<file path="src/hw/rtl/assert_macros.svh">
// Assertion macros shared by the segment coder RTL.
// Included by every module that carries concurrent assertions.
`ifndef ASSERT_MACROS_SVH
`define ASSERT_MACROS_SVH

// Checked on every rising edge outside reset.
`define ASSERT_SYNC(label, clk, rst_n, prop, msg) \
    label: assert property (@(posedge clk) disable iff (!rst_n) prop) else $error(msg);

// Checked on every rising edge, reset included.
`define ASSERT_ALWAYS(label, clk, prop, msg) \
    label: assert property (@(posedge clk) prop) else $error(msg);

`endif

</file>
<file path="src/hw/rtl/ssc_pkg.sv">
// Types and constants of the secondary structure segment coder.
// No dependencies; imported by all coder modules.
package ssc_pkg;

    // residue class codes
    localparam logic [1:0] CLASS_OTHER  = 2'd0;
    localparam logic [1:0] CLASS_STRAND = 2'd1;
    localparam logic [1:0] CLASS_HELIX  = 2'd2;
    localparam logic [1:0] CLASS_RSVD   = 2'd3;

    // configuration register indexes
    localparam int unsigned CFG_ADDR_W = 1;
    localparam logic [CFG_ADDR_W-1:0] CFG_MIN_STRAND = 1'b0;
    localparam logic [CFG_ADDR_W-1:0] CFG_MIN_HELIX  = 1'b1;

    localparam int unsigned LEN_W = 6;
    localparam logic [LEN_W-1:0] LEN_MAX     = 6'd63;
    localparam logic [LEN_W-1:0] LEN_DEFAULT = 6'd4;

    // element code bases and axis offsets
    localparam int unsigned CODE_W = 4;
    localparam logic [CODE_W-1:0] BASE_STRAND = 4'd0;
    localparam logic [CODE_W-1:0] BASE_HELIX  = 4'd6;

    localparam logic [2:0] AXIS_PY = 3'd0;
    localparam logic [2:0] AXIS_PX = 3'd1;
    localparam logic [2:0] AXIS_NY = 3'd2;
    localparam logic [2:0] AXIS_NX = 3'd3;
    localparam logic [2:0] AXIS_PZ = 3'd4;
    localparam logic [2:0] AXIS_NZ = 3'd5;

    // one result item
    typedef struct packed {
        logic [CODE_W-1:0] code;
        logic              last;
    } t_result;

    // results produced by one residue, packed first-come first
    typedef struct packed {
        logic [1:0] cnt;
        t_result    first;
        t_result    second;
    } t_push;

endpackage

</file>
<file path="src/hw/rtl/ssc_dir.sv">
// Dominant axis of an end-minus-start coordinate vector.
// Depends on ssc_pkg for the axis offset codes.
module ssc_dir #(
    parameter int unsigned COORD_WIDTH = 18
) (
    input  logic signed [COORD_WIDTH-1:0] i_end_x,
    input  logic signed [COORD_WIDTH-1:0] i_end_y,
    input  logic signed [COORD_WIDTH-1:0] i_end_z,
    input  logic signed [COORD_WIDTH-1:0] i_start_x,
    input  logic signed [COORD_WIDTH-1:0] i_start_y,
    input  logic signed [COORD_WIDTH-1:0] i_start_z,
    output logic [2:0]                    o_axis
);
    import ssc_pkg::*;

    localparam int unsigned EW = COORD_WIDTH + 2;

    logic signed [EW-1:0] dx, dy, dz;
    logic signed [EW-1:0] ax, ay, az;
    logic px, nx, py, ny, pz;

    // differences and magnitudes, two guard bits so -|d| never overflows
    always_comb begin
        dx = EW'(i_end_x) - EW'(i_start_x);
        dy = EW'(i_end_y) - EW'(i_start_y);
        dz = EW'(i_end_z) - EW'(i_start_z);
        ax = dx[EW-1] ? -dx : dx;
        ay = dy[EW-1] ? -dy : dy;
        az = dz[EW-1] ? -dz : dz;
    end

    // axis tests in priority order: +x, -x, +y, -y, +z, then -z
    always_comb begin
        px = (dx >= ay) && (dx >= az);
        nx = (dx <= -ay) && (dx <= -az);
        py = (dy >= ax) && (dy >= az);
        ny = (dy <= -ax) && (dy <= -az);
        pz = (dz >= ax) && (dz >= ay);
        if (px) begin
            o_axis = AXIS_PX;
        end else if (nx) begin
            o_axis = AXIS_NX;
        end else if (py) begin
            o_axis = AXIS_PY;
        end else if (ny) begin
            o_axis = AXIS_NY;
        end else if (pz) begin
            o_axis = AXIS_PZ;
        end else begin
            o_axis = AXIS_NZ;
        end
    end

endmodule

</file>
<file path="src/hw/rtl/ssc_queue.sv">
// Four-entry result queue: takes up to two results a cycle, gives one unless stalled.
// Depends on ssc_pkg for the result and push types.
`include "assert_macros.svh"

module ssc_queue (
    input  logic             i_clk,
    input  logic             i_rst_n,
    input  ssc_pkg::t_push   i_push,
    output logic             o_room,
    output logic             o_valid,
    input  logic             i_stall,
    output ssc_pkg::t_result o_result
);
    import ssc_pkg::*;

    localparam int unsigned DEPTH = 4;
    localparam int unsigned PTR_W = $clog2(DEPTH);
    localparam int unsigned CNT_W = $clog2(DEPTH + 1);

    t_result           r_mem [DEPTH];
    logic [PTR_W-1:0]  r_wr_ptr, r_rd_ptr;
    logic [CNT_W-1:0]  r_count;
    logic [PTR_W-1:0]  n_wr_ptr, n_rd_ptr, wr_ptr_b;
    logic [CNT_W-1:0]  n_count;
    logic              pop;

    // room for a two-result transfer, regardless of this cycle's pop
    assign o_room   = (r_count <= CNT_W'(DEPTH - 2));
    assign o_valid  = (r_count != '0);
    assign o_result = r_mem[r_rd_ptr];
    assign pop      = o_valid && !i_stall;
    assign wr_ptr_b = r_wr_ptr + PTR_W'(1);

    always_comb begin
        n_wr_ptr = r_wr_ptr + PTR_W'(i_push.cnt);
        n_rd_ptr = pop ? r_rd_ptr + PTR_W'(1) : r_rd_ptr;
        n_count  = r_count + CNT_W'(i_push.cnt) - CNT_W'(pop);
    end

    // storage
    always_ff @(posedge i_clk) begin
        if (i_push.cnt != 2'd0) begin
            r_mem[r_wr_ptr] <= i_push.first;
        end
        if (i_push.cnt == 2'd2) begin
            r_mem[wr_ptr_b] <= i_push.second;
        end
    end

    // pointers and fill count
    always_ff @(posedge i_clk) begin
        if (!i_rst_n) begin
            r_wr_ptr <= '0;
            r_rd_ptr <= '0;
            r_count  <= '0;
        end else begin
            r_wr_ptr <= n_wr_ptr;
            r_rd_ptr <= n_rd_ptr;
            r_count  <= n_count;
        end
    end

    `ASSERT_SYNC(a_no_overflow, i_clk, i_rst_n, (r_count <= CNT_W'(DEPTH)), "queue overflow")
    `ASSERT_SYNC(a_ptr_count, i_clk, i_rst_n, ((r_wr_ptr - r_rd_ptr) == r_count[PTR_W-1:0]), "queue pointers disagree with count")

endmodule

</file>
<file path="src/hw/rtl/ssc_run.sv">
// Input register, run tracking state and result formation for one residue.
// Depends on ssc_pkg and ssc_dir (two instances: closing and chain-end runs).
`include "assert_macros.svh"

module ssc_run #(
    parameter int unsigned COORD_WIDTH = 18
) (
    input  logic                            i_clk,
    input  logic                            i_rst_n,
    // configuration
    input  logic                            i_cfg_wr_en,
    input  logic [ssc_pkg::CFG_ADDR_W-1:0]  i_cfg_addr,
    input  logic [ssc_pkg::LEN_W-1:0]       i_cfg_wdata,
    // residue channel
    input  logic                            i_valid,
    output logic                            o_stall,
    input  logic [1:0]                      i_res_class,
    input  logic signed [COORD_WIDTH-1:0]   i_coord_x,
    input  logic signed [COORD_WIDTH-1:0]   i_coord_y,
    input  logic signed [COORD_WIDTH-1:0]   i_coord_z,
    input  logic                            i_chain_end,
    // queue side
    input  logic                            i_room,
    output ssc_pkg::t_push                  o_push
);
    import ssc_pkg::*;

    // configuration registers
    logic [LEN_W-1:0] r_min_strand, r_min_helix;

    // input register
    logic                          r_v;
    logic [1:0]                    r_cls;
    logic signed [COORD_WIDTH-1:0] r_x, r_y, r_z;
    logic                          r_end;

    // run state
    logic                          r_in_run;
    logic [1:0]                    r_prev_class;
    logic [LEN_W-1:0]              r_run_count;
    logic signed [COORD_WIDTH-1:0] r_start_x, r_start_y, r_start_z;
    logic signed [COORD_WIDTH-1:0] r_prev_x, r_prev_y, r_prev_z;

    logic                          n_in_run;
    logic [1:0]                    n_prev_class;
    logic [LEN_W-1:0]              n_run_count;

    logic             accept, adv;
    logic [1:0]       cls;
    logic             active, cont, close1, emit1, emit2, new_run;
    logic [LEN_W-1:0] min1, min2, mid_count;
    logic signed [COORD_WIDTH-1:0] s2_x, s2_y, s2_z;
    logic [2:0]       axis1, axis2;
    t_result          res1, res2;

    // handshake: the stage moves on whenever the queue has two free slots
    assign adv     = r_v && i_room;
    assign o_stall = r_v && !i_room;
    assign accept  = i_valid && !o_stall;

    // config writes
    always_ff @(posedge i_clk) begin
        if (!i_rst_n) begin
            r_min_strand <= LEN_DEFAULT;
            r_min_helix  <= LEN_DEFAULT;
        end else if (i_cfg_wr_en) begin
            case (i_cfg_addr)
                CFG_MIN_STRAND: r_min_strand <= i_cfg_wdata;
                CFG_MIN_HELIX:  r_min_helix  <= i_cfg_wdata;
                default:        r_min_strand <= r_min_strand;
            endcase
        end
    end

    // input register
    always_ff @(posedge i_clk) begin
        if (!i_rst_n) begin
            r_v <= 1'b0;
        end else if (accept) begin
            r_v <= 1'b1;
        end else if (adv) begin
            r_v <= 1'b0;
        end
    end

    always_ff @(posedge i_clk) begin
        if (accept) begin
            r_cls <= i_res_class;
            r_x   <= i_coord_x;
            r_y   <= i_coord_y;
            r_z   <= i_coord_z;
            r_end <= i_chain_end;
        end
    end

    // run update; the reserved class code counts as other
    always_comb begin
        cls     = (r_cls == CLASS_RSVD) ? CLASS_OTHER : r_cls;
        active  = (cls != CLASS_OTHER);
        cont    = r_in_run && (cls == r_prev_class);
        close1  = r_in_run && (cls != r_prev_class);
        new_run = active && !cont;
        min1    = (r_prev_class == CLASS_STRAND) ? r_min_strand : r_min_helix;
        min2    = (cls == CLASS_STRAND) ? r_min_strand : r_min_helix;
        emit1   = close1 && (r_run_count >= min1);

        if (!active) begin
            mid_count = '0;
        end else if (cont) begin
            mid_count = (r_run_count == LEN_MAX) ? LEN_MAX : r_run_count + LEN_W'(1);
        end else begin
            mid_count = LEN_W'(1);
        end

        // chain end flushes the run left open by this residue
        emit2        = r_end && active && (mid_count >= min2);
        n_in_run     = active && !r_end;
        n_run_count  = r_end ? '0 : mid_count;
        n_prev_class = r_end ? CLASS_OTHER : cls;
    end

    // start point of the run flushed at chain end
    assign s2_x = cont ? r_start_x : r_x;
    assign s2_y = cont ? r_start_y : r_y;
    assign s2_z = cont ? r_start_z : r_z;

    ssc_dir #(.COORD_WIDTH(COORD_WIDTH)) u_dir_close (
        .i_end_x   (r_prev_x),
        .i_end_y   (r_prev_y),
        .i_end_z   (r_prev_z),
        .i_start_x (r_start_x),
        .i_start_y (r_start_y),
        .i_start_z (r_start_z),
        .o_axis    (axis1)
    );

    ssc_dir #(.COORD_WIDTH(COORD_WIDTH)) u_dir_flush (
        .i_end_x   (r_x),
        .i_end_y   (r_y),
        .i_end_z   (r_z),
        .i_start_x (s2_x),
        .i_start_y (s2_y),
        .i_start_z (s2_z),
        .o_axis    (axis2)
    );

    // result formation; the later result carries run_last
    always_comb begin
        res1.code = ((r_prev_class == CLASS_STRAND) ? BASE_STRAND : BASE_HELIX)
                    + {1'b0, axis1};
        res1.last = !emit2;
        res2.code = ((cls == CLASS_STRAND) ? BASE_STRAND : BASE_HELIX) + {1'b0, axis2};
        res2.last = 1'b1;

        o_push.cnt    = adv ? (2'(emit1) + 2'(emit2)) : 2'd0;
        o_push.first  = emit1 ? res1 : res2;
        o_push.second = res2;
    end

    // run control state
    always_ff @(posedge i_clk) begin
        if (!i_rst_n) begin
            r_in_run     <= 1'b0;
            r_prev_class <= CLASS_OTHER;
            r_run_count  <= '0;
        end else if (adv) begin
            r_in_run     <= n_in_run;
            r_prev_class <= n_prev_class;
            r_run_count  <= n_run_count;
        end
    end

    // run coordinates
    always_ff @(posedge i_clk) begin
        if (adv) begin
            r_prev_x <= r_x;
            r_prev_y <= r_y;
            r_prev_z <= r_z;
            if (new_run) begin
                r_start_x <= r_x;
                r_start_y <= r_y;
                r_start_z <= r_z;
            end
        end
    end

    `ASSERT_SYNC(a_run_has_class, i_clk, i_rst_n, (r_in_run |-> (r_prev_class == CLASS_STRAND || r_prev_class == CLASS_HELIX)), "open run without strand or helix class")
    `ASSERT_SYNC(a_run_count, i_clk, i_rst_n, (r_in_run == (r_run_count != '0)), "run count disagrees with open run")
    `ASSERT_SYNC(a_chain_flush, i_clk, i_rst_n, ((adv && r_end) |=> (!r_in_run && r_prev_class == CLASS_OTHER)), "run left open after chain end")

endmodule

</file>
<file path="src/hw/rtl/secondary_structure_segment_coder.sv">
// Top level of the secondary structure segment coder.
// Depends on ssc_pkg, ssc_run (with ssc_dir) and ssc_queue.
//
// One residue is taken per clock unless stalled: the input register feeds
// the run tracker, which updates the open strand or helix run and forms up
// to two element codes in the same cycle, and these go into a four-entry
// result queue that delivers one code per clock when not stalled. A residue
// passes the input register, then the queue, before its first code is out.
// The residue channel stalls only while the queue has fewer than two free
// entries, so the rate is one residue per clock whenever the output side
// keeps taking codes, and residues that give two codes at once are absorbed by the queue.
module secondary_structure_segment_coder #(
    parameter int unsigned COORD_WIDTH = 18
) (
    input  logic                            i_clk,
    input  logic                            i_rst_n,
    // configuration port
    input  logic                            i_cfg_wr_en,
    input  logic [ssc_pkg::CFG_ADDR_W-1:0]  i_cfg_addr,
    input  logic [ssc_pkg::LEN_W-1:0]       i_cfg_wdata,
    // residue channel
    input  logic                            i_valid,
    output logic                            o_stall,
    input  logic [1:0]                      i_res_class,
    input  logic signed [COORD_WIDTH-1:0]   i_coord_x,
    input  logic signed [COORD_WIDTH-1:0]   i_coord_y,
    input  logic signed [COORD_WIDTH-1:0]   i_coord_z,
    input  logic                            i_chain_end,
    // element code channel
    output logic                            o_valid,
    input  logic                            i_stall,
    output logic [ssc_pkg::CODE_W-1:0]      o_element_code,
    output logic                            o_run_last
);
    import ssc_pkg::*;

    t_push   push;
    t_result result;
    logic    room;

    ssc_run #(.COORD_WIDTH(COORD_WIDTH)) u_run (
        .i_clk       (i_clk),
        .i_rst_n     (i_rst_n),
        .i_cfg_wr_en (i_cfg_wr_en),
        .i_cfg_addr  (i_cfg_addr),
        .i_cfg_wdata (i_cfg_wdata),
        .i_valid     (i_valid),
        .o_stall     (o_stall),
        .i_res_class (i_res_class),
        .i_coord_x   (i_coord_x),
        .i_coord_y   (i_coord_y),
        .i_coord_z   (i_coord_z),
        .i_chain_end (i_chain_end),
        .i_room      (room),
        .o_push      (push)
    );

    ssc_queue u_queue (
        .i_clk    (i_clk),
        .i_rst_n  (i_rst_n),
        .i_push   (push),
        .o_room   (room),
        .o_valid  (o_valid),
        .i_stall  (i_stall),
        .o_result (result)
    );

    assign o_element_code = result.code;
    assign o_run_last     = result.last;

endmodule

</file>
<file path="config.mk">
export PLATFORM = sky130hd
export DESIGN_NAME = secondary_structure_segment_coder
export DESIGN_NICKNAME = d
export VERILOG_FILES = /design/src/hw/rtl/ssc_pkg.sv /design/src/hw/rtl/ssc_dir.sv /design/src/hw/rtl/ssc_queue.sv /design/src/hw/rtl/ssc_run.sv /design/src/hw/rtl/secondary_structure_segment_coder.sv
export VERILOG_INCLUDE_DIRS = /design/src /design/src/hw/rtl
export SDC_FILE = /design/constraint.sdc
export NUM_CORES = 1
export LEC_CHECK = 0
export BUFFER_PORTS_ARGS = -buffer_cell sky130_fd_sc_hd__buf_2
export CAP_MARGIN = 20
export CORE_MARGIN = 5
export CORE_UTILIZATION = 65
export CTS_CLUSTER_DIAMETER = 100
export CTS_CLUSTER_SIZE = 8
export DETAILED_ROUTE_END_ITERATION = 7
export PLACE_DENSITY = 0.81
export SLEW_MARGIN = 20
export SYNTH_ARGS = -nofsm -noshare
export SYNTH_HDL_FRONTEND = slang
export SYNTH_SLANG_ARGS = --single-unit
</file>
<file path="constraint.sdc">
create_clock -name i_clk -period 11.7 [get_ports i_clk]
set_clock_uncertainty 0.05 [all_clocks]
set_input_delay 1.17 -clock i_clk [delete_from_list [all_inputs] [get_ports i_clk]]
set_output_delay 1.17 -clock i_clk [all_outputs]
set_load 0.02 [all_outputs]
</file>
==> results of run 1 <==
final cells by class:
class	count	area, um2	share of cell area
Tap cell	585	732.0	0.02415
Inverter	194	728.2	0.02403
Multi-Input combinational cell	2822	21010	0.6931
Sequential cell	216	6136	0.2024
Timing Repair Buffer	126	770.7	0.02543
Clock buffer	43	905.9	0.02989
Clock inverter	4	30.03	0.0009908
synth_stat cells (24+ instances only):
master,count,share of area
ha_1,528,0.24
a21oi_1,267,0.048
nor2_1,265,0.036
nand2_1,208,0.028
inv_1,188,0.025
o21ai_0,183,0.033
edfxtp_1,181,0.19
xnor2_1,164,0.051
a21o_1,124,0.033
xor2_1,105,0.033
nand4_1,101,0.023
nand3_1,90,0.016
nor2b_1,87,0.019
nor3_1,70,0.013
nand2b_1,49,0.011
clkbuf_1,42,0.0056
o21a_1,40,0.011
dfxtp_1,35,0.025
or3_1,32,0.0071
mux2i_1,30,0.011
a31oi_1,28,0.0063
and2_1,28,0.0063
nor4_1,28,0.0063
and3_1,25,0.0056
a211oi_1,24,0.0064
power by group:
group / total [uW] / switching [uW] / internal (uW)
combinational: 5320 / 3250 / 2070
sequential: 984 / 56.2 / 928
clock: 871 / 335 / 536
total: 7180 / 3640 / 3540
cell usage in the layout, fill, tap and decap left out, drive strengths merged, types with 11 or more instances in the layout:
| cell type | n |
|---|---|
| a21boi | 19 |
| edfxtp | 181 |
| nand3 | 90 |
| nand4 | 102 |
| o21a | 40 |
| or4 | 13 |
| or3 | 34 |
| conb | 12 |
| a21oi | 269 |
| o21ai | 191 |
| o21bai | 15 |
| inv | 193 |
| xor2 | 106 |
| nor4 | 28 |
| a211oi | 24 |
| nand2b | 49 |
| and4 | 19 |
| o31ai | 18 |
| nor3 | 71 |
| ha | 528 |
| xnor2 | 165 |
| nor2 | 266 |
| and3 | 25 |
| nand2 | 209 |
| buf | 126 |
| nor2b | 87 |
| or2 | 22 |
| clkbuf | 43 |
| nor3b | 12 |
| a31oi | 28 |
| a21o | 124 |
| mux2i | 30 |
| o211ai | 11 |
| dfxtp | 35 |
| and2 | 28 |
sequential cells by signal, indices dropped and copies added (netlist names), 3 cells and up, named ones only:
signal / cells
u_run.r_run_count: 6
u_run.r_prev_x: 18
u_run.r_z: 18
u_run.r_prev_z: 18
u_queue.r_count: 3
u_queue.r_mem: 20
u_run.r_y: 18
u_run.r_prev_y: 18
u_run.r_start_y: 18
u_run.r_min_helix: 6
u_run.r_x: 18
u_run.r_start_z: 18
u_run.r_min_strand: 6
u_run.r_start_x: 18
how the worst max path moves through the flow:
stage | from | end | slack (ps)
global placement | u_run.r_cls[1] | u_queue.r_mem[0][3] | 1760
CTS | u_run.r_cls[1] | u_queue.r_mem[1][3] | 1300
global route | u_run.r_cls[1] | u_queue.r_mem[1][3] | 550
finish | u_run.r_cls[1] | u_queue.r_mem[1][3] | 1110
floorplan | u_run.r_cls[1] | u_queue.r_mem[0][3] | 2180
detailed placement | u_run.r_cls[1] | u_queue.r_mem[2][3] | 1350
stage by stage:
stage / worst slack (ps) / instance area (um2) / hold slack [ps]
after floorplan: 2181 / 28040 / 400.6
after global placement: 1756 / 29370 / 418.9
final: 1115 / 30310 / 434.0
after CTS: 1295 / 30300 / 436.0
after global routing: 547.8 / 30310 / 470.1
after detailed placement: 1346 / 29370 / 428.8
logic make-up after synthesis:
group,after synthesis,synth area share
buffers and inverters,249,0.03360
other,1,0.0001339
adders and majority gates,537,0.2424
AOI/OAI and AO/OA,884,0.2044
xor gates and xnor gates,271,0.08530
muxes,44,0.01837
DFF,216,0.2191
and+or+nand+nor,1074,0.1967
metal layers:
layer / share of wire / GRT usage / wire, um / vias to the layer above
met5: 0 / 0 / 0 / -
met4: 0.068 / 0.2039 / 5933 / 0
met3: 0.080 / 0.06206 / 6985 / 355
met2: 0.46 / 0.6037 / 40280 / 1240
met1: 0.39 / 0.4361 / 34560 / 12390
li1: - / - / - / 12470
worst min-delay path: cells and delay by family, from the launching register on:
kind	cells	cell delay, ps
DFF	1	310
and+or+nand+nor	1	50
AOI/OAI and AO/OA	1	70
==> results.md, run 1 <==
- # setup viols final: 0
- H-tree depth: 2
- Status: complete, no violations
- Starting Density: 0.6529
- Die area: 47330 um2
- Sequential area share after synthesis: 0.2191
- Port Buffers: 75
- Mapped Area: approximately 28000 um2
- Setup TNS: 0 ps
- Most used cell, CP: ha_1
- Die height: around 220 um
- Top delay family on crit path: compound AO/OA/AOI/OAI gates
- Slowest cell on the critical path: clkinv_1
- Period minus WS final: 10590 ps
- CP Data Arrival Time: 10790 ps
- Tightest Pin Transition: 1163 ps
- Crit path launch type: flop
- Core ar.: 42890 um2
- Total of max-cap violations: 0
- Clock slew at reported path FFs: about 50 ps
- Buffers & Inverters on Critical Path: 5
- Placer Congestion: ~1.0
- Via Count: about 26000
- Post-CTS Setup Inserts: 0
- Post-route ant nets: 0
- Fin crit share: 0.9047
- End-of-flow core utilization: 0.7067
- Worst skew pair latency: 520 ps
- CTS tree: yes
- Worst-case reg-to-reg path depth: 41
- Total Power: a little over 7000 uW
- Fillers: around 3400
- Mean Syn Cell Area: 8.547 um2
- PD cells: 236.8 nW/um2
- Hold Path End: u_run.r_min_helix[1]
- RSZ-0062 raised after global routing: no
- Initial antenna violation count: 0
- CTS buffer count: 34
- PostCTS Resize Cnt: 0
- TritonRoute pass-1 iters: 6
- Hold Startpoint: u_run.r_min_helix[1]
- Crit path max fanout: 58
- Vias in the first global route: roughly 26000
- Mapped Cells: 3276
- # diodes: 0
- RR Endpoint: u_queue.r_mem[1][3]
- Worst R2R Setup Slack: around 1100 ps
- I/O pins: 76
- Max-slew headroom: 0.2125
- Class of the worst hold path: reg -> reg
- Syn-to-layout area delta: 8.244%
- First-pass GRT wire length: 137000 um
- Post-cts hold buffer count: 0
- Post-synth top flop: edfxtp_1
- # placed instances: between 3000 and 4000
- Max clock buf depth: 3
- Layout cell share with drive strength beyond 1: 0.07048
- Setup CP Type: reg -> reg
- Residual DRC: 0
- Root Driver: clkbuf_16
- Maximum vdd drop: approximately 0.15 mV
- Die X: 217.6 um
- Hold depth: 2
- P_leak: 0.01319 uW
- Synthesized flop and latch total: about 220
- Yosys Warn Count: 0
- Count of clock tree sinks: 216
- Post-DP HPWL: approximately 71000 um
- Fin cells: 3990
- Critical Path Stages: between 40 and 50
- Drt first-iter violations: 2601
- Max incr delay on CP: approximately 740 ps
- Asr flop ratio synth: 0
- WL/cell: 21.99 um
- Via density: 6.630
- Worst reg2reg path startpoint: u_run.r_cls[1]
- Fin. Hold Viols: 0
- Nets: 4000
- Drt total wl: 87750 um
- Crit. End Element: flop
- Congestion Overflow GR: 0
- Crit path required time: approximately 12000 ps
- Tot GR Track Use: 0.3591
- EDFF count, synth: 181
- Slew Viols, Final: 0
- Fmax: 94.47 MHz
- Netlist cell types: 103
- Largest net degree at the start of global routing: 59
- Row count: 76
(Power assumes the default switching activity.)
==> run 2, diff against run 1 <==
Settings changed: ABC_AREA set to 1.
Clock period 11.7 ns to 11.9 ns, I/O delays scaled along.
==> results.md, run 2 <==
- Status: complete, no violations
- Mapped Cells: approximately 3800
- Layout cell share with drive strength beyond 1: 0.09796
- Congestion Overflow GR: 0
- EDFF count, synth: ~180
- Count of clock tree sinks: 216
- Syn-to-layout area delta: 6.738%
- Mean Syn Cell Area: between 7 and 8 um2
- Crit path launch type: flop
- Post-synth top flop: edfxtp_1
- Crit path max fanout: 48
- Initial antenna violation count: 0
- # diodes: 0
- Crit. End Element: flop
- H-tree depth: 1
- Total Power: between 6000 and 7000 uW
- Core ar.: 44030 um2
- Most flops, register: u_queue.r_mem
- PD cells: 221.8 nW/um2
- First-pass GRT wire length: 129800 um
- Most used cell, CP: nand2_1
- Synthesized flop and latch total: 216
- Residual DRC: 0
- Class of the worst hold path: reg -> reg
- Post-CTS Setup Inserts: 0
- Starting Density: 0.6529
- Post-DP HPWL: 67350 um
- RSZ-0062 raised after global routing: no
- Setup CP Type: reg -> reg
- I/O pins: between 70 and 80
- Via Count: 26870
- TritonRoute pass-1 iters: 8
- Yosys Warn Count: 0
- WL/cell: 18.06 um
- Maximum vdd drop: around 0.14 mV
- Clock slew at reported path FFs: 50 ps
- Hold Worst Slack: roughly 420 ps
- Crit path required time: approximately 12000 ps
- CTS buffer count: 31
- Drt total wl: 81670 um
- Period minus WS final: 9828 ps
- Drt first-iter violations: 2374
- # setup viols final: 0
- Max-slew headroom: 0.1767
- Total of max-cap violations: 0
- Area leader, netlist: ha_1
- Share of the synthesized area in the top cell type: 0.2298
- Worst skew pair latency: 560 ps
- Post-route ant nets: 0
- Max clock buf depth: 3
- Number of flip-flops under the largest register name: 20
- Die height: 220.3 um
- Nets: between 4000 and 5000
- PostCTS Resize Cnt: 0
- Root Driver: clkbuf_16
- Max incr delay on CP: slightly below 700 ps
- Fmax: 101.8 MHz
- Die area: a little under 50000 um2
- Port Buffers: 75
- Sequential area share after synthesis: 0.2134
- Largest net degree at the start of global routing: 58
- CP Data Arrival Time: 10060 ps
- Via density: 5.942
- Row count: 77
- Post-cts hold buffer count: 0
- Vias in the first global route: 25700
- Fin crit share: 0.8259
- Netlist cell types: 81
- Mapped Area: around 29000 um2
- Top cells by area, synth: ha_1 (23%), edfxtp_1 (19%), nand2_1 (10%)
- Tightest Pin Transition: around 1200 ps
- CTS tree: yes
- Cell with the most instances after synthesis: nand2_1
- Setup TNS: 0 ps
- Synth top cells by count: nand2_1 (795), ha_1 (528), inv_1 (473)
- Slew Viols, Final: 0
- Most frequent cells in the layout: nand2_1 (795), ha_1 (528), inv_1 (471)
- Die X: 220.3 um
- P_leak: between 0.01 and 0.015 uW
- Asr flop ratio synth: 0
- Slowest cell on the critical path: a21boi_0
- Most common cell after layout, fill and taps aside: nand2_1
- Fin. Hold Viols: 0
- Placer Congestion: 1.020
- Tot GR Track Use: 0.3319
[run 2: final cells by class]
type	instances	area [um2]
Clock buffer	43	820.8
Fill cell	3723	13350
Tap cell	592	740.7
Timing Repair Buffer	93	510.5
Clock inverter	3	21.27
Sequential cell	216	6136
Inverter	516	1942
Multi-Input combinational cell	3059	20510
[run 2: path summary, 6_finish.rpt]
check | depth (start not counted) | endpoint | slack (ps) | start
worst max-delay path | 49 | u_queue.r_mem[1][3] | 2070 | u_run.r_cls[1]
worst min-delay path | 2 | u_queue.r_rd_ptr[1] | 420 | u_queue.r_rd_ptr[1]
worst max register to register | 49 | u_queue.r_mem[1][3] | 2070 | u_run.r_cls[1]
worst min register to register | 2 | u_queue.r_rd_ptr[1] | 420 | u_queue.r_rd_ptr[1]
[run 2: kinds of logic (layout without fill, tap and decap cells)]
group	Yosys count	in the layout	synth area share
xor+xnor	227	227	0.08000
simple gates	1607	1607	0.2559
flops	216	216	0.2134
other cells	1	12	0.0001305
compound gates	676	676	0.1395
fa+ha+maj	537	537	0.2361
buf+inv	549	655	0.07495
[run 2: worst max-delay path: cells and delay by family, from the launching register on]
family	cells	cell delay [ps]
xor gates and xnor gates	3	520
adders and majority gates	6	2060
and+or+nand+nor	24	3370
DFF	1	380
AOI/OAI and AO/OA	9	1730
buffers and inverters	7	1370
[run 2: report_power, final]
group | switching (uW) | total, uW | internal, uW
registers | 43.8 | 951 | 907
logic | 3320 | 5080 | 1760
clock network | 305 | 773 | 468
[run 2: through the flow]
step	setup WS, ps	utilization	std cells	instance area (um2)
3_5_place_dp	2345	0.6778	4476	29840
2_1_floorplan	4316	-	3824	28790
3_3_place_gp	2593	0.6778	4476	29840
6_report	2072	0.6969	4522	30680
5_1_grt	1208	0.6969	4522	30680
4_1_cts	2282	0.6969	4522	30680
[run 2: routing by layer]
layer  track usage  up-vias  wire, um
met1        0.4141    12340     33500
met2        0.5642      995     37900
met5             0        -         0
li1              -    13270         -
met3       0.04009      268      5338
met4        0.1754        0      4924
